File: src/hdl/ppm_pkg.sv
// ----------------------------------------------------------------------------
// ppm_pkg
// Shared widths, register indexes and the Horner beat type of the
// polynomial pixel map.
// ----------------------------------------------------------------------------
package ppm_pkg;

  localparam int SAMPLE_W   = 16;
  localparam int COEF_W     = 32;
  localparam int NUM_COEFFS = 9;
  localparam int DEG_W      = 4;
  localparam int RECIP_W    = 33;
  localparam int FRAC_W     = 24;
  localparam int X_W        = FRAC_W + 1;
  localparam int ACC_W      = 40;
  localparam int PROD_W     = ACC_W + X_W;
  localparam int CFG_IDX_W  = 3;
  localparam int CFG_DATA_W = 64;

  localparam logic [X_W-1:0] ONE_Q24 = X_W'(1) << FRAC_W;

  typedef enum logic [CFG_IDX_W-1:0] {
    CFG_COEFF_01    = 3'd0,
    CFG_COEFF_23    = 3'd1,
    CFG_COEFF_45    = 3'd2,
    CFG_COEFF_67    = 3'd3,
    CFG_COEFF_TOP   = 3'd4,
    CFG_POLY_DEGREE = 3'd5,
    CFG_FULL_SCALE  = 3'd6,
    CFG_FULL_RECIP  = 3'd7
  } cfg_idx_e;

  // normalized sample and running Horner sum, Q1.24 and widened Q16.24
  typedef struct packed {
    logic [X_W-1:0]          x;
    logic signed [ACC_W-1:0] acc;
  } horner_beat_t;

endpackage

File: src/hdl/ppm_norm.sv
// ----------------------------------------------------------------------------
// ppm_norm
// Saturates the sample to full scale and normalizes it with the reciprocal,
// two pipeline stages.
// ----------------------------------------------------------------------------
module ppm_norm
  import ppm_pkg::*;
(
  input  logic                clk_i,
  input  logic                rst_ni,
  input  logic                in_valid_i,
  output logic                in_ready_o,
  input  logic [SAMPLE_W-1:0] sample_i,
  input  logic [SAMPLE_W-1:0] full_scale_i,
  input  logic [RECIP_W-1:0]  recip_i,
  output logic                out_valid_o,
  input  logic                out_ready_i,
  output logic [X_W-1:0]      x_o
);

  localparam int NPROD_W = SAMPLE_W + RECIP_W;
  localparam int SHIFT   = RECIP_W - 1 - FRAC_W;

  logic                 a_valid_q, b_valid_q;
  logic                 a_ready, b_ready;
  logic [SAMPLE_W-1:0]  sat_sample;
  logic [NPROD_W-1:0]   prod_d, prod_q;
  logic [NPROD_W-SHIFT-1:0] shifted;
  logic [X_W-1:0]       x_d, x_q;

  assign b_ready    = !b_valid_q || out_ready_i;
  assign a_ready    = !a_valid_q || b_ready;
  assign in_ready_o = a_ready;

  assign sat_sample = (sample_i > full_scale_i) ? full_scale_i : sample_i;
  assign prod_d     = NPROD_W'(sat_sample) * NPROD_W'(recip_i);

  assign shifted = prod_q[NPROD_W-1:SHIFT];
  assign x_d     = (shifted > (NPROD_W-SHIFT)'(ONE_Q24)) ? ONE_Q24 : shifted[X_W-1:0];

  always_ff @(posedge clk_i or negedge rst_ni) begin
    if (!rst_ni) begin
      a_valid_q <= 1'b0;
      b_valid_q <= 1'b0;
    end else begin
      if (a_ready) a_valid_q <= in_valid_i;
      if (b_ready) b_valid_q <= a_valid_q;
    end
  end

  always_ff @(posedge clk_i) begin
    if (a_ready && in_valid_i) prod_q <= prod_d;
    if (b_ready && a_valid_q) x_q <= x_d;
  end

  assign out_valid_o = b_valid_q;
  assign x_o         = x_q;

endmodule

File: config.mk
export PLATFORM = sky130hd
export DESIGN_NAME = ppm_norm
export DESIGN_NICKNAME = d
export VERILOG_FILES = /design/src/hdl/ppm_pkg.sv /design/src/hdl/ppm_norm.sv
export SDC_FILE = /design/constraint.sdc
export NUM_CORES = 1
export LEC_CHECK = 0
export CORE_MARGIN = 10
export CORE_UTILIZATION = 50
export DETAILED_ROUTE_END_ITERATION = 8
export DONT_BUFFER_PORTS = 1
export PLACE_DENSITY = 0.75
export SKIP_LAST_GASP = 1
export SLEW_MARGIN = 20
export SYNTH_ARGS = -nofsm -noshare
export SYNTH_HDL_FRONTEND = slang
export SYNTH_SLANG_ARGS = --single-unit
File: constraint.sdc
create_clock -name clk_i -period 1.8 [get_ports clk_i]
set_input_delay 0.09 -clock clk_i [delete_from_list [all_inputs] [get_ports clk_i]]
set_output_delay 0.09 -clock clk_i [all_outputs]
set_load 0.02 [all_outputs]
Word level (Yosys, flattened, before mapping)
Index checks and enable logic that the tools add are counted.
- flip-flop bits (word level): 76
- input port bits: 69
- output and inout port bits: 27
- word-level logic and storage cells: 14
- multipliers: 1
- order comparisons: 2
- muxes and demuxes: 1
- reduce and logical (&&, ||, !) cells: 6
- operators by type and width (cell ; number):
    $mul 16x33->49 ; 1
    $gt 41x25->1 const B ; 1
    $gt 16x16->1 ; 1
    $mux 16 ; 1
    $logic_and 1x1->1 ; 2
    $logic_not 1->1 ; 2
    $logic_or 1x1->1 ; 2

Longest topological paths before layout
- word-level depth: 4
- mapped depth: 34

Least setup slack after synthesis
Ideal clock, no wire load.
- path type: input to register
- start point: input full_scale_i[13]
- end point: register prod_q[41], data pin
- setup time: 0.269 ns
- arrival: 7.562 ns
- data required time: 1.531 ns
- path slack: -6.031 ns
- stages: 32
- buffers on the path: 3
- cell sequence: inv_1 ha_1 nand4_2 nor3_1 a2111oi_2 a31o_4 clkbuf_1 nand2_1 o21ai_1 clkbuf_1 nand2_1 fa_1 inv_1 fa_1 fa_1 fa_1 fa_1 inv_1 fa_1 inv_1 ha_1 clkbuf_1 a21o_1 a21o_1 a21oi_1 or3b_1 a211oi_1 o31ai_1 a41o_2 a311oi_2 o31ai_1 xor2_1
- longest elaborated chain between the ends: 3
- RTL lines (what ; line ; RTL):
    start, declared ; ppm_norm.sv:14 ; input logic [SAMPLE_W-1:0] full_scale_i,
    $gt 16x16->1 ; ppm_norm.sv:35 ; assign sat_sample = (sample_i > full_scale_i) ? full_scale_i : sample_i;
    $mux 16 (*) ; ppm_norm.sv:35 ;
    $mul 16x33->49 (*) ; ppm_norm.sv:36 ; assign prod_d = NPROD_W'(sat_sample) * NPROD_W'(recip_i);
    named net prod_d[41] ; ppm_norm.sv:27 ; logic [NPROD_W-1:0] prod_d, prod_q;
    end signal, assigned ; ppm_norm.sv:52 ; if (a_ready && in_valid_i) prod_q <= prod_d;
    end, declared ; ppm_norm.sv:27 ;
Mark *: on every way through the listed nets, which the timed path passes. The rest lies on a longest branch.
A chain may end at the register's enable or synchronous reset.

Final worst setup path
Ends and elaborated chain as after synthesis.

==> impl_metrics.tcl <==
set metrics [dict create \
    outcome "finished, violations left" \
    violations "setup timing" \
    hold_viol_final 0 \
    holdPathEnd "a_valid_q$_DFFE_PN0N_" \
    dpl_cell_area_um2 22000 \
    grt_max_degree 42 \
    drive_gt1_share_pct 22.2 \
    cts-root-buf "clkbuf_16" \
    grt_pass1_wl_mm 86.0 \
    row_count 72 \
    critical-path-top-delay-family "adder cells" \
    yosys.area.top_type "fa_1" \
    r2r_end "x_o[16]$_SDFFCE_PN0P_" \
    setup_ws_ps -5430 \
    port_buffers 0 \
    core-area_um2 38500 \
    netlist_instances 2104 \
    synth_top_area_share_pct 44.6 \
    h-tree-depth 3 \
    post-dp-hpwl_mm 42.5 \
    antenna_found_initial 0 \
    syn-cell-area_um2 19400 \
    tritoncts "built" \
    route.vias.total 15200 \
    worstPathMaxFanout 5 \
    yosys_register_bits 68 \
    finClkSkew_ps 7.04 \
    synth_warnings 0 \
    synth_edf_count 66 \
    fmax_mhz 138 \
    dieArea_um2 47000 \
    crit_top_cell "fa_1" \
    crit_required_ps 1880 \
    syn_to_final_growth_pct 23.2 \
    crit_start "full_scale_i[13]" \
    min_period_over_period_pct 402 \
    clkTransAtPathRegs_ps 60 \
    ant_nets 0 \
    drtPass1Iterations 6 \
    n_antenna_cell 0 \
    cts_made_buffers 9 \
    holdWs_ps 125 \
    start_util_pct 50.3 \
    critPathKind "input port to flip-flop" \
    vias_per_cell 5.39 \
    ys_seq_area_share_pct 10.5 \
    critPathSlowestCell "fa_1" \
    worst-path-buf-inv 6 \
    track_usage_pct 22.8 \
    drt_iter0_drc 947 \
    reg2reg_from "prod_q[48]$_DFFE_PP_" \
    wl_per_cell_um 19.0 \
    cap_violations 0 \
    ys.flop_type "edfxtp_1" \
    setup_viol 59 \
    slowest_delay_ps 600 \
    fp.dieW_um 217 \
    async_reset_ff_share_pct 2.94 \
    final_common_cell "inv_1" \
    final_cell_mix "inv_1, fa_1, nand2_1" \
    syn_area_per_cell_um2 9.20 \
    place_ws_ps -6220 \
    cts_sinks 68 \
    finalMaxSlewViolations 0 \
    reg2reg_depth 8 \
    io_pins 96 \
    rsz0062_at_grt "yes" \
    gp_congestion 0.925 \
    whs_path_depth 3 \
    wl_mm 53.6 \
    worstHoldPathType "input port to flip-flop" \
    nNetsFinal 2937 \
    arrival_ps 7310 \
    r2r_setup_slack_ps -50 \
    utilization_pct 62.0 \
    die_h_um 217 \
    hold_start "out_ready_i" \
    clk_path_buf_depth 2 \
    post-route-min-period_ps 7230 \
    final_area_um2 23800 \
    grt_pass1_vias 17000 \
    synth_area_leaders "fa_1, edfxtp_1, inv_1, ha_1, and2_1" \
    worstMarginPinSlew_ps 515 \
    syn_nets 2738 \
    synthDistinctLibCells 52 \
    endpoint_kind "flip-flop" \
    gr-total-overflow 0 \
    startpoint_type "input port" \
    clkLatencyLatePin_ps 330 \
    drc 0 \
    max_slew_margin_pct 65.7 \
]
-- sequential cells by signal, indices dropped and copies added, names as in the netlist --
| register | count |
|---|---|
| prod_q | 41 |
| x_o | 25 |
| a_valid_q | 1 |
| out_valid_o | 1 |
-- kinds of logic (layout without fill, tap and decap cells) --
group | after synthesis | after routing | share of synthesized area, %
simple gates | 704 | 704 | 17.8
buf+inv | 568 | 768 | 11.0
fa+ha+maj | 565 | 565 | 53.2
compound gates | 155 | 158 | 5.39
flops | 68 | 68 | 10.5
xor+xnor | 43 | 43 | 1.95
mux | 1 | 1 | 0.0582
-- worst register-to-register path, delay by kind of cell, from the launching register on --
kind,cells,cell delay (ps)
simple gates,3,560
buf+inv,4,620
compound gates,1,170
flops,1,370
-- routing by layer --
| metal | global-route usage [%] | vias to the layer above | share of wire, % |
|---|---|---|---|
| met3 | 4.12 | 160 | 6.5 |
| met4 | 8.53 | 0 | 4.1 |
| met2 | 41.5 | 555 | 53 |
| met5 | 0 | - | 0 |
| li1 | - | 6668 | - |
| met1 | 26.2 | 7844 | 36 |
-- through the flow --
step / instances / setup TNS [ps]
after global routing: 2825 / -217380
after detailed placement: 2750 / -228400
after global placement: 2750 / -218870
after CTS: 2790 / -205260
after floorplan: 2104 / -197590
final: 2825 / -206620
-- Yosys cell counts, drive strengths merged (16+ instances only) --
cell and count:
o21ai 37, inv 474, nor2 33, a21o 34, fa 431, edfxtp 66
xor2 16, ha 134, clkbuf 94, a21oi 44, xnor2 27, and2 252
nand2 346, nand4 16
-- cell type report --
type	instances	area, µm²
Multi-Input combinational cell	1471	16500
Sequential cell	68	2030
Clock buffer	10	229
Clock inverter	5	77.6
Timing Repair Buffer	279	2560
Fill cell	2996	14600
Tap cell	518	648
Inverter	474	1810
-- how the worst max path moves through the flow --
stage | slack, ps | endpoint | cells past startpoint
after floorplan | -5670 | prod_q[41]$_DFFE_PP_ | 31
final | -5430 | prod_q[41]$_DFFE_PP_ | 30
after global placement | -5930 | prod_q[41]$_DFFE_PP_ | 29
after global routing | -5690 | prod_q[41]$_DFFE_PP_ | 32
after detailed placement | -6220 | prod_q[41]$_DFFE_PP_ | 29
after CTS | -5450 | prod_q[41]$_DFFE_PP_ | 28
-- repair_timing --
item                                   4_1_cts  5_1_grt
gates resized for setup                     48      173
endpoints found under the hold margin        4        0
cloned                                       4        6
setup buffers                               17       33
pin swaps                                   22       64
setup endpoints to repair                   41       65
hold buffers                                 4        0
Power is left out: the tool's default activity adds up to more than one toggle a clock period on the data nets, which glitch-free logic cannot reach.
