==> src/hdl/ppm_pkg.sv <==
// ----------------------------------------------------------------------------
// ppm_pkg
// Shared widths, register indexes and the Horner beat type of the
// polynomial pixel map.
// ----------------------------------------------------------------------------
package ppm_pkg;

  localparam int SAMPLE_W   = 16;
  localparam int COEF_W     = 32;
  localparam int NUM_COEFFS = 9;
  localparam int DEG_W      = 4;
  localparam int RECIP_W    = 33;
  localparam int FRAC_W     = 24;
  localparam int X_W        = FRAC_W + 1;
  localparam int ACC_W      = 40;
  localparam int PROD_W     = ACC_W + X_W;
  localparam int CFG_IDX_W  = 3;
  localparam int CFG_DATA_W = 64;

  localparam logic [X_W-1:0] ONE_Q24 = X_W'(1) << FRAC_W;

  typedef enum logic [CFG_IDX_W-1:0] {
    CFG_COEFF_01    = 3'd0,
    CFG_COEFF_23    = 3'd1,
    CFG_COEFF_45    = 3'd2,
    CFG_COEFF_67    = 3'd3,
    CFG_COEFF_TOP   = 3'd4,
    CFG_POLY_DEGREE = 3'd5,
    CFG_FULL_SCALE  = 3'd6,
    CFG_FULL_RECIP  = 3'd7
  } cfg_idx_e;

  // normalized sample and running Horner sum, Q1.24 and widened Q16.24
  typedef struct packed {
    logic [X_W-1:0]          x;
    logic signed [ACC_W-1:0] acc;
  } horner_beat_t;

endpackage

==> src/hdl/ppm_horner_cell.sv <==
// ----------------------------------------------------------------------------
// ppm_horner_cell
// One Horner step: acc = sat40(round(acc * x) + c), multiply stage then
// round, add and saturate stage.
// ----------------------------------------------------------------------------
module ppm_horner_cell
  import ppm_pkg::*;
(
  input  logic                     clk_i,
  input  logic                     rst_ni,
  input  logic                     in_valid_i,
  output logic                     in_ready_o,
  input  horner_beat_t             in_beat_i,
  input  logic signed [COEF_W-1:0] coeff_i,
  output logic                     out_valid_o,
  input  logic                     out_ready_i,
  output horner_beat_t             out_beat_o
);

  localparam int RND_W = PROD_W - FRAC_W;
  localparam int SUM_W = RND_W + 2;

  localparam logic signed [SUM_W-1:0] ACC_MAX = SUM_W'((64'sd1 <<< (ACC_W - 1)) - 64'sd1);
  localparam logic signed [SUM_W-1:0] ACC_MIN = SUM_W'(-(64'sd1 <<< (ACC_W - 1)));

  logic                    a_valid_q, b_valid_q;
  logic                    a_ready, b_ready;
  logic [ACC_W-1:0]        mag;
  logic [PROD_W-1:0]       prod_d, prod_q;
  logic                    neg_q;
  logic [X_W-1:0]          x_a_q;
  logic [PROD_W-1:0]       rounded;
  logic signed [SUM_W-1:0] term;
  logic signed [SUM_W-1:0] sum;
  horner_beat_t            beat_d, beat_q;

  assign b_ready    = !b_valid_q || out_ready_i;
  assign a_ready    = !a_valid_q || b_ready;
  assign in_ready_o = a_ready;

  // sign and magnitude, so rounding ties go away from zero
  assign mag    = in_beat_i.acc[ACC_W-1] ? ACC_W'(-in_beat_i.acc) : ACC_W'(in_beat_i.acc);
  assign prod_d = PROD_W'(mag) * PROD_W'(in_beat_i.x);

  assign rounded = prod_q + (PROD_W'(1) << (FRAC_W - 1));
  assign term    = neg_q ? -$signed(SUM_W'(rounded[PROD_W-1:FRAC_W]))
                         : $signed(SUM_W'(rounded[PROD_W-1:FRAC_W]));
  assign sum     = term + SUM_W'(coeff_i);

  always_comb begin
    beat_d.x = x_a_q;
    priority if (sum > ACC_MAX) begin
      beat_d.acc = ACC_MAX[ACC_W-1:0];
    end else if (sum < ACC_MIN) begin
      beat_d.acc = ACC_MIN[ACC_W-1:0];
    end else begin
      beat_d.acc = sum[ACC_W-1:0];
    end
  end

  always_ff @(posedge clk_i or negedge rst_ni) begin
    if (!rst_ni) begin
      a_valid_q <= 1'b0;
      b_valid_q <= 1'b0;
    end else begin
      if (a_ready) a_valid_q <= in_valid_i;
      if (b_ready) b_valid_q <= a_valid_q;
    end
  end

  always_ff @(posedge clk_i) begin
    if (a_ready && in_valid_i) begin
      prod_q <= prod_d;
      neg_q  <= in_beat_i.acc[ACC_W-1];
      x_a_q  <= in_beat_i.x;
    end
    if (b_ready && a_valid_q) beat_q <= beat_d;
  end

  assign out_valid_o = b_valid_q;
  assign out_beat_o  = beat_q;

endmodule

==> config.mk <==
export PLATFORM = sky130hd
export DESIGN_NAME = ppm_horner_cell
export DESIGN_NICKNAME = d
export VERILOG_FILES = /design/src/hdl/ppm_pkg.sv /design/src/hdl/ppm_horner_cell.sv
export SDC_FILE = /design/constraint.sdc
export NUM_CORES = 2
export LEC_CHECK = 0
export BUFFER_PORTS_ARGS = -buffer_cell sky130_fd_sc_hd__buf_2
export CAP_MARGIN = 40
export CELL_PAD_IN_SITES_DETAIL_PLACEMENT = 1
export CELL_PAD_IN_SITES_GLOBAL_PLACEMENT = 1
export CORE_ASPECT_RATIO = 0.6
export CORE_MARGIN = 2
export CORE_UTILIZATION = 55
export DETAILED_ROUTE_END_ITERATION = 10
export GPL_TIMING_DRIVEN = 0
export PLACE_DENSITY_LB_ADDON = 0.05
export SYNTH_ARGS = -nofsm -noshare
export SYNTH_HDL_FRONTEND = slang
export SYNTH_SLANG_ARGS = --single-unit
export TNS_END_PERCENT = 5
==> constraint.sdc <==
create_clock -name clk_i -period 16.7 [get_ports clk_i]
set_input_delay 1.67 -clock clk_i [delete_from_list [all_inputs] [get_ports clk_i]]
set_output_delay 1.67 -clock clk_i [all_outputs]
set_load 0.02 [all_outputs]
; ---- Word-level counts from Yosys, hierarchy flattened
; Index checks and enable logic that the tools add are counted.
[op_classes]
n_mux = 3
add_sub_neg = 4
n_reduce_logical = 6
magnitude_cmp = 2
n_mul = 1
[ops]
columns = cell, count
row1 = $mux 40, 2
row2 = $add 65x24->65 const B, 1
row3 = $mul 40x25->65, 1
row4 = $add 43x32->43, 1
row5 = $gt 43x40->1 const B, 1
row6 = $lt 43x40->1 const B, 1
row7 = $mux 43, 1
row8 = $neg 41->43, 1
row9 = $neg 40->40, 1
row10 = $logic_and 1x1->1, 2
row11 = $logic_not 1->1, 2
row12 = $logic_or 1x1->1, 2
[word_totals]
in_bits = 101
elab_cells = 23
reg_bits = 158
out_inout_bits = 67

; ---- Logic depth before layout (Yosys ltp)
[depth]
depth_word = 6
mapped_depth = 39
depth_no_buf = 34

; ---- Least setup slack after synthesis
; Ideal clock, no wire load.
[synth_timing]
kind = input-to-reg
start = in in_beat_i[0] (netlist name)
end = reg prod_q[62] (data pin)
n_path_buf = 4
cell_stages = 38
required_time_ns = 16.439
slack_ns = 5.777
setup_time_ns = 0.261
arrival_ns = 10.662
path_cell_list = clkbuf_1 > clkbuf_1 > inv_1 > ha_1 > nand3_1 > or2_2 > nor3_1 > nand2_1 > or3_1 > or4_1 > o21ai_0 > xnor2_1 > clkbuf_1 > and2_1 > fa_1 > fa_1 > inv_1 > fa_1 > [2 not listed] > fa_1 > fa_1 > inv_1 > fa_1 > inv_1 > ha_1 > a21oi_1 > o21ai_0 > a21oi_1 > a21boi_0 > o21ai_0 > a21bo_2 > a21oi_1 > o21ai_0 > a21o_1 > clkbuf_1 > a211o_1 > a311o_1
[synth_via]
elab_chain_len = 3
[synth_lines]
columns = item, line
row1 = start: declaration, ppm_horner_cell.sv:13  ; input horner_beat_t in_beat_i,
row2 = $neg 40->40, ppm_horner_cell.sv:42  ; assign mag = in_beat_i.acc[ACC_W-1] ? ACC_W'(-in_beat_i.acc) : ACC_W'(in_beat_i.acc);
row3 = $mux 40 *, ppm_horner_cell.sv:42
row4 = $mul 40x25->65 *, ppm_horner_cell.sv:43  ; assign prod_d = PROD_W'(mag) * PROD_W'(in_beat_i.x);
row5 = named net prod_d[62], ppm_horner_cell.sv:29  ; logic [PROD_W-1:0] prod_d, prod_q;
row6 = end signal: assignment, ppm_horner_cell.sv:73  ; prod_q <= prod_d;
row7 = end: declaration, ppm_horner_cell.sv:29
; The timed path passes the listed nets; every way through them passes the cells marked *.
; A chain may end at the register's enable or synchronous reset.

; ---- Worst setup path after layout
; Same ends and word-level chain as after synthesis.

==> summary.md <==
| Metric | Value |
|---|---|
| # setup viols final | `0` |
| DIE HEIGHT | `around 210 um` |
| DIE AREA | `around 0.076 mm^2` |
| Area contributors post-synth | `fa_1, edfxtp_1, inv_1` |
| Cell Area, Synth | `between 0.04 and 0.05 mm^2` |
| Routed WL | `around 170 mm` |
| Global-route wire length before repair | `roughly 240 mm` |
| Maximum number of pins on one net before global-route repair | `between 50 and 60` |
| Design Area, Final | `around 0.044 mm^2` |
| Largest area contributor in the netlist | `fa_1` |
| CP Capture Type | `flip-flop` |
| Tcrit/Tclk final | `83.8%` |
| Cell with the most instances after synthesis | `inv_1` |
| Crit path max-delay family | `adder cells` |
| CTS tree | `done` |
| Nets | `around 6k` |
| Post-synthesis sequential area ratio | `approximately a tenth` |
| Pins Over Slew Limit | `0` |
| Post-CTS sizing | `0` |
| Setup crit start kind | `input pin` |
| Critical path type | `input pin to flip-flop` |
| Crit Reg-Reg Endpoint | `out_beat_o[26]$_SDFFCE_PN1P_` |
| Min cycle time layout | `13.99 ns` |
| Final ANT Viol Nets | `0` |
| Worst Hold Depth | `0` |
| Fmax | `approximately 0.07 GHz` |
| PortBufs | `~170` |
| CP arrival | `around 14 ns` |
| Commonest cells in the netlist | `inv_1, fa_1, nand2_1, and2_1, ha_1` |
| Library cells used by synthesis | `between 70 and 80` |
| Slew @ Worst Pin | `1.12 ns` |
| Slew HR | `25.4%` |
| Layout area overhead | `9.18%` |
| CP Depth | `38` |
| DRT Pass-1 Iters | `6` |
| RSZ-0062 raised after global routing | `no` |
| GRT Total Usage | `44.2%` |
| Post-CTS Setup Inserts | `0` |
| TritonCTS buffer count | `17` |
| Final HPWL from detailed placement | `about 140 mm` |
| Ys async rst share | `1.48%` |
| Cell mode on critical path | `fa_1` |
| Vias per inst | `around 6.1` |
| CTS Hold Buffers Added | `0` |
| Setup slack, reg-to-reg | `approximately 7 ns` |
| Drt drc | `0` |
| Vias | `between 30k and 40k` |
| # clock sinks | `135` |
| Hold Path Class | `flip-flop to flip-flop` |
| Worst Setup SP | `in_beat_i[0]` |
| Depth of the CTS H-tree | `4` |
| GP Congestion | `~1` |
| Share of cells above drive strength 1 | `under 10%` |
| DP Area | `0.0433 mm^2` |
| Clk_lat worst skew | `0.54 ns` |
| Max stage delay cell, worst path | `o21ai_0` |
| Mapped Cells | `roughly 4.4k` |
| Routed len/inst | `29.0 um` |
| Syn nets | `5,642` |
| Post-synth top area share | `43.2%` |
| Grt ovf | `0` |
| Number of flops mapped to enable cells by yosys | `~130` |
| Clock Path Buffers | `2` |
| Crit-path max FO | `10` |
| Post-synthesis area per instance | `9.12 um^2` |
| Clock slew at reported path FFs | `roughly 0.080 ns` |
| I/O Pins | `approximately 170` |
| Final Util | `between 60% and 70%` |
| Crit path buffers/inverters | `11` |
| Fin. Hold Viols | `0` |
| Site row count | `76` |
| Peak per-stage delay on the critical path | `roughly 0.70 ns` |
| Worst Path Required | `16.98 ns` |
| Initial DRC count | `~4.0k` |
| Antenna violations before repair | `14` |
| Clock skew | `about 0.024 ns` |
| Starting Density | `a little under three fifths` |
| R2r startpoint | `prod_q[24]$_DFFE_PP_` |
| Vias in the first global route | `roughly 36k` |
| Synthesized flop and latch total | `around 140` |
| Hold Path End | `out_beat_o[41]$_DFFE_PP_` |
| Root Buffer | `clkbuf_16` |
| CORE AREA | `between 0.07 and 0.08 mm^2` |
| Setup_tns | `0 ns` |
| Hold Crit Start | `x_a_q[1]$_DFFE_PP_` |
| Die W | `~350 um` |
| Most used DFF post-synth | `edfxtp_1` |
| R2r worst-path depth | `27` |
| Max Cap Viol | `0` |
| Synth warnings | `0` |
| Status | `completed` |
## worst max-delay path by stage
stage,endpoint,slack (ns)
after floorplan,prod_q[62]$_DFFE_PP_,5.78
after global placement,prod_q[50]$_DFFE_PP_,2.00
after detailed placement,prod_q[62]$_DFFE_PP_,2.59
after CTS,prod_q[62]$_DFFE_PP_,3.07
after global routing,prod_q[62]$_DFFE_PP_,2.47
final,prod_q[62]$_DFFE_PP_,2.71
## per-layer routing
layer / global-route usage [%] / wire [um] / part of all wire [%] / up-vias
met5: 0 / 195 / 0.12 / -
met4: 14.1 / 5300 / 3.2 / 12
met3: 20.3 / 27200 / 16 / 321
met2: 57.8 / 64800 / 39 / 2453
met1: 64.4 / 68000 / 41 / 18000
li1: - / - / - / 14000
## placed cells by master, fill, tap and decap left out, types with 14 or more instances in the layout
cell,n
a21oi_1,94
o21ai_0,113
a31oi_1,17
ha_1,242
nand4_1,33
buf_8,15
xor2_1,75
clkbuf_16,17
clkbuf_1,214
nor2b_1,26
buf_4,28
edfxtp_1,133
xnor2_1,115
o21bai_1,14
and3_1,28
buf_2,169
nor3_1,34
nand2_1,632
diode_2,21
buf_6,44
and2_1,471
inv_1,935
a21o_1,47
nand2b_1,15
nor2_1,62
nand3_1,51
fa_1,871
## cell type report
cell class / count / area (um^2)
diodes: 21 / 52.6
clock buffers: 17 / 425
repair buffers: 251 / 1770
clock inverters: 15 / 194
fillers: 8450 / 28100
inverters: 935 / 3510
well taps: 975 / 1220
multi-input cells: 3131 / 32000
plain buffers: 227 / 900
flip-flops and latches: 135 / 4040
## worst register-to-register path: stages, from the launching register on
cell	delay, ns
edfxtp_1	0.49
ha_1	0.33
nand3_1	0.32
nor4_1	0.67
clkbuf_1	0.53
nand2_1	0.27
nor3_1	0.47
o21ai_0	0.19
nor2_1	0.54
nor4bb_1	0.38
clkbuf_2	0.26
nand2_1	0.07
nand2_1	0.09
xor2_1	0.20
ha_1	0.26
clkbuf_1	0.23
a21o_1	0.23
a21oi_1	0.22
o21ai_0	0.18
o41ai_1	0.53
a2bb2oi_1	0.23
o21ai_0	0.15
a211oi_1	0.74
o221ai_1	0.21
a31oi_1	0.29
o31a_1	0.54
clkbuf_1	0.41
o21ai_0	0.18
## stage by stage
step | setup slack, ns | hold WS [ns] | cells
floorplan | 5.78 | 0.400 | 4428
global placement | 2.00 | 0.401 | 5569
detailed placement | 2.59 | 0.405 | 5640
CTS | 3.07 | 0.426 | 5672
global route | 2.47 | 0.432 | 5687
finish | 2.71 | 0.424 | 5707
## state kept, by name, indices dropped and copies added, names as in the netlist
name	flops
out_valid_o	1
out_beat_o	65
neg_q	1
x_a_q	25
a_valid_q	1
prod_q	42
## cell families (layout without fill, tap and decap cells)
group / count (synthesis) / after routing / share of synthesized area (%)
buffers and inverters: 1162 / 1445 / 10.9
AO/OA/AOI/OAI: 392 / 392 / 6.24
adder cells (fa/ha/maj): 1113 / 1113 / 50.7
other: 0 / 21 / 0
flip-flops: 135 / 135 / 10.0
AND/OR/NAND/NOR: 1421 / 1421 / 17.7
XOR/XNOR: 195 / 195 / 4.23
multiplexers: 10 / 10 / 0.257
Power is left out: the tool's default activity adds up to more than one toggle a clock period on the data nets, which glitch-free logic cannot reach.
