## src/hdl/ppm_pkg.sv

```systemverilog
// ----------------------------------------------------------------------------
// ppm_pkg
// Shared widths, register indexes and the Horner beat type of the
// polynomial pixel map.
// ----------------------------------------------------------------------------
package ppm_pkg;

  localparam int SAMPLE_W   = 16;
  localparam int COEF_W     = 32;
  localparam int NUM_COEFFS = 9;
  localparam int DEG_W      = 4;
  localparam int RECIP_W    = 33;
  localparam int FRAC_W     = 24;
  localparam int X_W        = FRAC_W + 1;
  localparam int ACC_W      = 40;
  localparam int PROD_W     = ACC_W + X_W;
  localparam int CFG_IDX_W  = 3;
  localparam int CFG_DATA_W = 64;

  localparam logic [X_W-1:0] ONE_Q24 = X_W'(1) << FRAC_W;

  typedef enum logic [CFG_IDX_W-1:0] {
    CFG_COEFF_01    = 3'd0,
    CFG_COEFF_23    = 3'd1,
    CFG_COEFF_45    = 3'd2,
    CFG_COEFF_67    = 3'd3,
    CFG_COEFF_TOP   = 3'd4,
    CFG_POLY_DEGREE = 3'd5,
    CFG_FULL_SCALE  = 3'd6,
    CFG_FULL_RECIP  = 3'd7
  } cfg_idx_e;

  // normalized sample and running Horner sum, Q1.24 and widened Q16.24
  typedef struct packed {
    logic [X_W-1:0]          x;
    logic signed [ACC_W-1:0] acc;
  } horner_beat_t;

endpackage

```

## src/hdl/ppm_out.sv

```systemverilog
// ----------------------------------------------------------------------------
// ppm_out
// Clamps the polynomial to [0,1], scales by full scale and rounds to the
// 16-bit output sample, two pipeline stages.
// ----------------------------------------------------------------------------
module ppm_out
  import ppm_pkg::*;
(
  input  logic                    clk_i,
  input  logic                    rst_ni,
  input  logic                    in_valid_i,
  output logic                    in_ready_o,
  input  logic signed [ACC_W-1:0] acc_i,
  input  logic [SAMPLE_W-1:0]     full_scale_i,
  output logic                    out_valid_o,
  input  logic                    out_ready_i,
  output logic [SAMPLE_W-1:0]     sample_o
);

  localparam int SCALE_W = X_W + SAMPLE_W;

  logic                a_valid_q, b_valid_q;
  logic                a_ready, b_ready;
  logic [X_W-1:0]      y_d, y_q;
  logic [SCALE_W-1:0]  scaled;
  logic [SAMPLE_W-1:0] sample_q;

  assign b_ready    = !b_valid_q || out_ready_i;
  assign a_ready    = !a_valid_q || b_ready;
  assign in_ready_o = a_ready;

  always_comb begin
    priority if (acc_i[ACC_W-1]) begin
      y_d = '0;
    end else if (acc_i > $signed(ACC_W'(ONE_Q24))) begin
      y_d = ONE_Q24;
    end else begin
      y_d = acc_i[X_W-1:0];
    end
  end

  assign scaled = SCALE_W'(y_q) * SCALE_W'(full_scale_i) + (SCALE_W'(1) << (FRAC_W - 1));

  always_ff @(posedge clk_i or negedge rst_ni) begin
    if (!rst_ni) begin
      a_valid_q <= 1'b0;
      b_valid_q <= 1'b0;
    end else begin
      if (a_ready) a_valid_q <= in_valid_i;
      if (b_ready) b_valid_q <= a_valid_q;
    end
  end

  always_ff @(posedge clk_i) begin
    if (a_ready && in_valid_i) y_q <= y_d;
    if (b_ready && a_valid_q) sample_q <= scaled[FRAC_W+SAMPLE_W-1:FRAC_W];
  end

  assign out_valid_o = b_valid_q;
  assign sample_o    = sample_q;

endmodule

```

## config.mk

```make
export PLATFORM = sky130hd
export DESIGN_NAME = ppm_out
export DESIGN_NICKNAME = d
export VERILOG_FILES = /design/src/hdl/ppm_pkg.sv /design/src/hdl/ppm_out.sv
export SDC_FILE = /design/constraint.sdc
export NUM_CORES = 1
export LEC_CHECK = 0
export ABC_AREA = 1
export BUFFER_PORTS_ARGS = -buffer_cell sky130_fd_sc_hd__clkbuf_2
export CORE_MARGIN = 2
export CORE_UTILIZATION = 30
export DETAILED_ROUTE_END_ITERATION = 10
export GPL_TIMING_DRIVEN = 0
export PLACE_DENSITY = 0.43
export SYNTH_ARGS = -nofsm -noshare
export SYNTH_HDL_FRONTEND = slang
export SYNTH_SLANG_ARGS = --single-unit
```

## constraint.sdc

```tcl
create_clock -name clk_i -period 5.3 [get_ports clk_i]
set_input_delay 1.06 -clock clk_i [delete_from_list [all_inputs] [get_ports clk_i]]
set_output_delay 1.06 -clock clk_i [all_outputs]
set_load 0.02 [all_outputs]
```

# [After elaboration in Yosys (flattened, before gate mapping)]
# Cells that the tools add are included.
[classes] add_sub_neg=1 n_mul=1 order_cmp=1 muxes=1 reduce_logical=7
[ops] op="40-bit by 24-bit adder with 40-bit output (second input constant)" n=1
[ops] op="40-bit by 26-bit greater-than comparator with 1-bit output (second input constant)" n=1
[ops] op="25-bit by 16-bit multiplier with 40-bit output" n=1
[ops] op="25-bit 2-to-1 mux" n=1
[ops] op="1-bit logical AND" n=2
[ops] op="1-bit logical NOT" n=2
[ops] op="1-bit logical OR" n=2
[ops] op="2-bit OR reduction" n=1
[word_totals] ff_bits=43 input_bits=60 out_inout_bits=18 elab_cells=16

# [Logic depth before layout (Yosys ltp)]
# Gate-level depths: netlist (run 1).
[logic_depth] depth_word=4 mapped_depth=29 depth_no_buf=27

# [Worst setup path after synthesis (run 1)]
# Ideal clock, no wire load.
[synth_path] kind="input-to-reg" start="in full_scale_i[4]" end="reg sample_q[15] (netlist: sample_o[15]), data pin" setup_time_ps=253 arrival_time_ps=5964 t_required_ps=5047 slack_ps=-917 stages=23 n_path_buf=2 path_cell_list="clkbuf_1 > clkbuf_1 > nand2_1 > fa_1 > inv_1 > fa_1 > inv_1 > fa_1 > inv_1 > fa_1 > fa_1 > inv_1 > fa_1 > inv_1 > ha_1 > a21o_1 > o21bai_1 > a21boi_0 > nor2_1 > nor2_1 > nand3_1 > nand2_1 > nand2_1"
[synth_via] elab_chain_cells=2
[synth_lines] element="start: declaration" line_no="ppm_out.sv:14" rtl="input logic [SAMPLE_W-1:0] full_scale_i,"
[synth_lines] element="25-bit by 16-bit multiplier with 40-bit output" line_no="ppm_out.sv:42" rtl="assign scaled = SCALE_W'(y_q) * SCALE_W'(full_scale_i) + (SCALE_W'(1) << (FRAC_W - 1));"
[synth_lines] element="40-bit by 24-bit adder with 40-bit output" line_no="ppm_out.sv:42"
[synth_lines] element="net scaled[39]" line_no="ppm_out.sv:25" rtl="logic [SCALE_W-1:0] scaled;"
[synth_lines] element="end signal: assignment" line_no="ppm_out.sv:56" rtl="if (b_ready && a_valid_q) sample_q <= scaled[FRAC_W+SAMPLE_W-1:FRAC_W];"
[synth_lines] element="end: declaration" line_no="ppm_out.sv:26" rtl="logic [SAMPLE_W-1:0] sample_q;"
# The timed path passes the listed nets, and every way through them passes these cells.
# A chain may end at the register's enable or synchronous reset.

# [Worst setup path in the final report (run 1)]
[layout_path] start="in full_scale_i[5]" end="reg sample_q[5] (netlist: sample_o[5]), data pin"
# Same word-level chain as after synthesis.

==> results of run 1 <==
==> synthesized netlist by cell type (all sizes together) (2+ instances only) <==
| master | instances | area share [%] |
|---|---|---|
| a21boi | 4 | 0.20 |
| a21o | 6 | 0.29 |
| a21oi | 38 | 1.2 |
| a31oi | 4 | 0.16 |
| and3 | 2 | 0.081 |
| buf | 3 | 0.098 |
| clkbuf | 93 | 2.3 |
| dfrtp | 2 | 0.33 |
| edfxtp | 41 | 8.0 |
| fa | 318 | 41 |
| ha | 127 | 10 |
| inv | 648 | 16 |
| nand2 | 533 | 13 |
| nand3 | 25 | 0.82 |
| nand4 | 12 | 0.49 |
| nor2 | 95 | 2.3 |
| nor3 | 9 | 0.29 |
| nor4 | 9 | 0.37 |
| o21a | 5 | 0.24 |
| o21ai | 23 | 0.77 |
| o21bai | 5 | 0.24 |
| xnor2 | 3 | 0.17 |
| xor2 | 9 | 0.51 |
==> cell type report <==
cell class	instances	area, um2
Sequential cell	43	1280
Clock inverter	3	46.3
Tap cell	672	841
Fill cell	5280	31100
Clock buffer	5	125
Inverter	648	2430
Multi-Input combinational cell	1233	12400
Buffer	72	1150
Timing Repair Buffer	142	1020
==> metal layers <==
metal / part of all wire, % / GRT usage [%] / vias up / wire [um]
li1: - / - / 5926 / -
met1: 45 / 30.7 / 6536 / 25400
met4: 3.1 / 5.73 / 0 / 1730
met2: 47 / 36.4 / 321 / 26200
met5: 0 / 0 / - / 0
met3: 4.9 / 2.39 / 57 / 2750
==> repair_timing <==
| action | CTS | global route |
|---|---|---|
| gates cloned | 1 | 1 |
| buffers inserted | 57 | 19 |
| endpoints found under the setup margin | 16 | 16 |
| resized for setup | 213 | 71 |
| pin swaps | 75 | 52 |
==> registers in the layout, indices dropped and copies added (netlist names) <==
signal	flops
sample_o	16
out_valid_o	1
a_valid_q	1
y_q	25
==> metrics by stage <==
stage / setup TNS, ps / setup slack, ps
floorplan: -7440 / -566
global placement: -26810 / -1750
detailed placement: -26290 / -1760
CTS: -10720 / -738
global route: -13180 / -892
finish: -10900 / -764
==> cells by family (layout without fill, tap and decap cells) <==
kind of cell    after synthesis  in the layout  share of synthesized area, %
xor+xnor                     12             12                         0.685
buf+inv                     744            870                          18.2
flops                        43             43                          8.35
compound gates               86             86                          3.20
fa+ha+maj                   445            445                          51.8
simple gates                690            690                          17.7
==> worst max-delay path by stage <==
stage                     startpoint                     end  slack, ps  depth (start not counted)
global placement    full_scale_i[15]   sample_o[3]$_DFFE_PP_      -1750                         20
finish               full_scale_i[5]   sample_o[5]$_DFFE_PP_       -760                         23
global route         full_scale_i[6]  sample_o[10]$_DFFE_PP_       -890                         26
floorplan           full_scale_i[10]  sample_o[11]$_DFFE_PP_       -570                         23
detailed placement  full_scale_i[15]   sample_o[8]$_DFFE_PP_      -1760                         23
CTS                  full_scale_i[5]   sample_o[4]$_DFFE_PP_       -740                         23
==> impl_metrics.ini, run 1 <==
[worst_setup_path]
r2r_slack_ps = -690
critPathMaxStageDelay_ps = 590
crit_chain = clkbuf_16 -> clkbuf_16 -> buf_8 -> nand2_2 -> fa_1 -> inv_1 -> fa_1 -> inv_2 -> fa_2 -> inv_2 -> fa_2 -> fa_1 -> inv_1 -> fa_2 -> inv_2 -> ha_4 -> a21o_1 -> o21bai_4 -> a21boi_2 -> nor2_1 -> nor2_1 -> nand2_2 -> xor2_2
path_class = in -> reg
cp_max_fo = 6
required_ps = 5360
ff2ff_path_depth = 19
setup.worst_path.end_class = flip-flop
worstPathArrival_ps = 6120
r2r-start = y_q[8]$_SDFFCE_PP0P_
cpLargestDelayFamily = adder cells
crit_buf_inv = 8
slowest_stage = fa_2
cp-start-kind = input pin
rr_endpoint = sample_o[5]$_DFFE_PP_

[clock_network]
clock_sinks = 43
h-tree-depth = 2
cts_hold_buf = 0
clk-insertion-delay-late_ps = 320
path_clk_slew_ps = 80
cts_buffers = 5
root_buffer = clkbuf_16
cts_tree = yes
clockBufferDepth = 2

[synthesis]
yosys_warnings = 0
syn_nets = 2525
seq_area_frac_synth_pct = 8.35
synth_cells = 2020
synth_area_per_cell_um2 = 7.60
synth_ff_type = edfxtp_1
synthArstFlopShare_pct = 4.65
netlist_area_um2 = 15300
synthDistinctLibCells = 34
synth_edf_count = 41
yosys_register_bits = 43

[finish]
area_growth_pct = 25.6
mostFrequentLayoutCells = inv_1, nand2_1, fa_1
nNetsFinal = 2650
final_area_um2 = 19300
antenna_cells = 0
final_layout_size_suffix_gt1_share_pct = 21.2
fin_cells = 2818
final_util_pct = 38.3
mostFrequentLayoutCell = inv_1

[global_routing]
grt_pass1_wl_um = 86000
track_usage_pct = 22.0
overflow = 0
grt_pass1_vias = 13700
antenna_found_initial = 1
grt_max_degree = 26

[place]
post-place-cells = 2756
portBuffers = 63
dp_hpwl_um = 45000
place.gp.congestion = 0.862
placed_cell_area_um2 = 17300

[timing]
maxSlewViolCount = 0
skew_ps = 16.1
fin_crit_sh_pct = 114
tightest_slew_ps = 1040
finalHoldViolCount = 0
max_freq_ghz = 0.165
final-setup-viol-count = 16
fin_ws_ps = -764
rsz0062_at_grt = true
holdWs_ps = 509
relSlewSlack_pct = 30.8
min_period_ps = 6060

[drt]
ant_nets = 0
via_per_inst = 4.56
via_count = 12800
avgRoutedWirePerCell_um = 19.9
wl_um = 56100
drc = 0
first_pass_iters = 5
drt-initial-drc-count = 873

[floorplan]
core_um2 = 50400
die_h_um = 230
boundaryPins = 78
die_area_um2 = 53000
initial_utilization_pct = 30.5
fp-row-count = 82
die_x_um = 230

[run]
drv_cap = 0

[hold_path]
hp-class = in -> async

[outcome]
status = complete, but fails checks
violations = setup timing
Power of run 1 is left out: the tool's default activity adds up to more than one toggle a clock period on the data nets, which glitch-free logic cannot reach.
==> run 2, diff against run 1 <==
--- a/config.mk
+++ b/config.mk
@@ -11,7 +11,8 @@
 export CORE_UTILIZATION = 30
 export DETAILED_ROUTE_END_ITERATION = 10
 export GPL_TIMING_DRIVEN = 0
-export PLACE_DENSITY = 0.43
+export PLACE_DENSITY = 0.56
+export RECOVER_POWER = 100
 export SYNTH_ARGS = -nofsm -noshare
 export SYNTH_HDL_FRONTEND = slang
 export SYNTH_SLANG_ARGS = --single-unit
==> impl_metrics.ini, run 2 (synthesis gave the netlist of run 1 again) <==
[clock_network]
root_buffer = clkbuf_16
clk-insertion-delay-late_ps = 310
cts_tree = yes
clock_sinks = 43
cts_buffers = 5
cts_hold_buf = 0
h-tree-depth = 2
clockBufferDepth = 2
path_clk_slew_ps = 70

[worst_setup_path]
required_ps = 5360
cp_max_fo = 10
rr_endpoint = sample_o[7]$_DFFE_PP_
cp-start-kind = flip-flop
path_class = reg -> reg
setup.worst_path.end_class = flip-flop
ff2ff_path_depth = 20
r2r-start = y_q[1]$_SDFFCE_PP0P_
worstPathArrival_ps = 6160
r2r_slack_ps = -800

[place]
placed_cell_area_um2 = 17300
portBuffers = 63
dp_hpwl_um = 42100
place_ws_ps = -1610
post-place-cells = 2755
place.gp.congestion = 0.942

[outcome]
status = complete, but fails checks
violations = capacitance limit, slew limit, setup timing

[drt]
via_per_inst = 4.62
avgRoutedWirePerCell_um = 18.4
drc = 0
first_pass_iters = 5
wl_um = 52300
drt-initial-drc-count = 1009
ant_nets = 0
via_count = 13100

[timing]
maxSlewViolCount = 17
rsz0062_at_grt = true
finalHoldViolCount = 0
tightest_slew_ps = 1520
relSlewSlack_pct = -1.58
fin_ws_ps = -797
fin_crit_sh_pct = 115
max_freq_ghz = 0.164
final-setup-viol-count = 16
skew_ps = 4.65
min_period_ps = 6100
holdWs_ps = 493

[finish]
antenna_cells = 0
largest_register = y_q
final_area_um2 = 19500
mostFrequentLayoutCell = inv_1
seq_area_um2 = 1280
nNetsFinal = 2675
fillers = 5169
area_growth_pct = 27.2
final_layout_size_suffix_gt1_share_pct = 21.9
largest_reg_flops = 25
multiInputGateArea_um2 = 12500
fin_cells = 2843
mostFrequentLayoutCells = inv_1, nand2_1, fa_1

[hold_path]
hold_path_end = out_valid_o$_DFFE_PN0P_
hp-class = reg -> reg
min-delay-start = a_valid_q$_DFFE_PN0N_
min_path_cells = 2

[floorplan]
core_um2 = 50400
die_h_um = 230
boundaryPins = 78
die_x_um = 230
fp-row-count = 82
die_area_um2 = 53000
initial_utilization_pct = 30.5

[global_routing]
grt_max_degree = 26
overflow = 0
grt.met2_usage_pct = 33.3
grt_pass1_vias = 13900
grt_pass1_wl_um = 80900
track_usage_pct = 20.4
top_usage_layer = met2
grtUsageMet3_pct = 3.31
antenna_found_initial = 0
use_met1_pct = 27.4

[run]
drv_cap = 1
run 2: cell count changes in the layout (fill, tap and decap cells not counted), moves of 4 or more:
cell	delta
buf_4	+14
buf_6	+4
clkbuf_1	+22
clkbuf_2	-16
clkbuf_8	+5
nand2_1	-14
nand2_2	+6
nand2_4	+9
run 2: layout make-up:
type                            count  area share (%)
Clock buffer                        5           0.641
Inverter                          648            12.5
Sequential cell                    43            6.56
Clock inverter                      3           0.122
Multi-Input combinational cell   1233            63.9
Timing Repair Buffer              165            6.16
Buffer                             74            5.87
Tap cell                          672            4.31
run 2: how the worst max path moves through the flow:
stage	from	slack (ps)	endpoint
final	y_q[1]$_SDFFCE_PP0P_	-800	sample_o[7]$_DFFE_PP_
after global routing	full_scale_i[1]	-880	sample_o[7]$_DFFE_PP_
after CTS	full_scale_i[12]	-750	sample_o[3]$_DFFE_PP_
after detailed placement	full_scale_i[15]	-1610	sample_o[4]$_DFFE_PP_
after global placement	full_scale_i[15]	-1630	sample_o[8]$_DFFE_PP_
after floorplan	full_scale_i[10]	-570	sample_o[11]$_DFFE_PP_
run 2: through the flow:
stage               TNS, ps  util, %
floorplan             -7440        -
global placement     -24920     34.4
detailed placement   -24460     34.4
CTS                  -10750     37.6
global route         -13310     38.8
finish               -11220     38.8
run 2: what timing repair did:
item                                   4_1_cts  5_1_grt
buffers inserted                            62       36
cloned                                       5        0
pin swaps                                   77       84
setup endpoints to repair                   16       16
endpoints found under the hold margin        0        0
resized for setup                          206      112
run 2: per-layer routing:
layer | up-vias | share of wire [%]
li1 | 5981 | -
met1 | 6579 | 43
met2 | 484 | 46
met3 | 81 | 7.2
met4 | 0 | 4.1
met5 | - | 0
run 2: critical path: stages, from the launching register on:
cell      delay [ps]
edfxtp_1         540
buf_1            570
nand2_1          160
fa_2             610
fa_1             450
inv_2             80
fa_2             450
fa_2             400
fa_1             530
inv_2             40
fa_2             590
inv_2             60
ha_4             250
a21o_1           210
buf_6            120
a21oi_4          140
nor2_1            50
nor2_1           160
o21a_1           160
nand2_2           80
xor2_2           160
Power of run 2 is left out for the same reason.
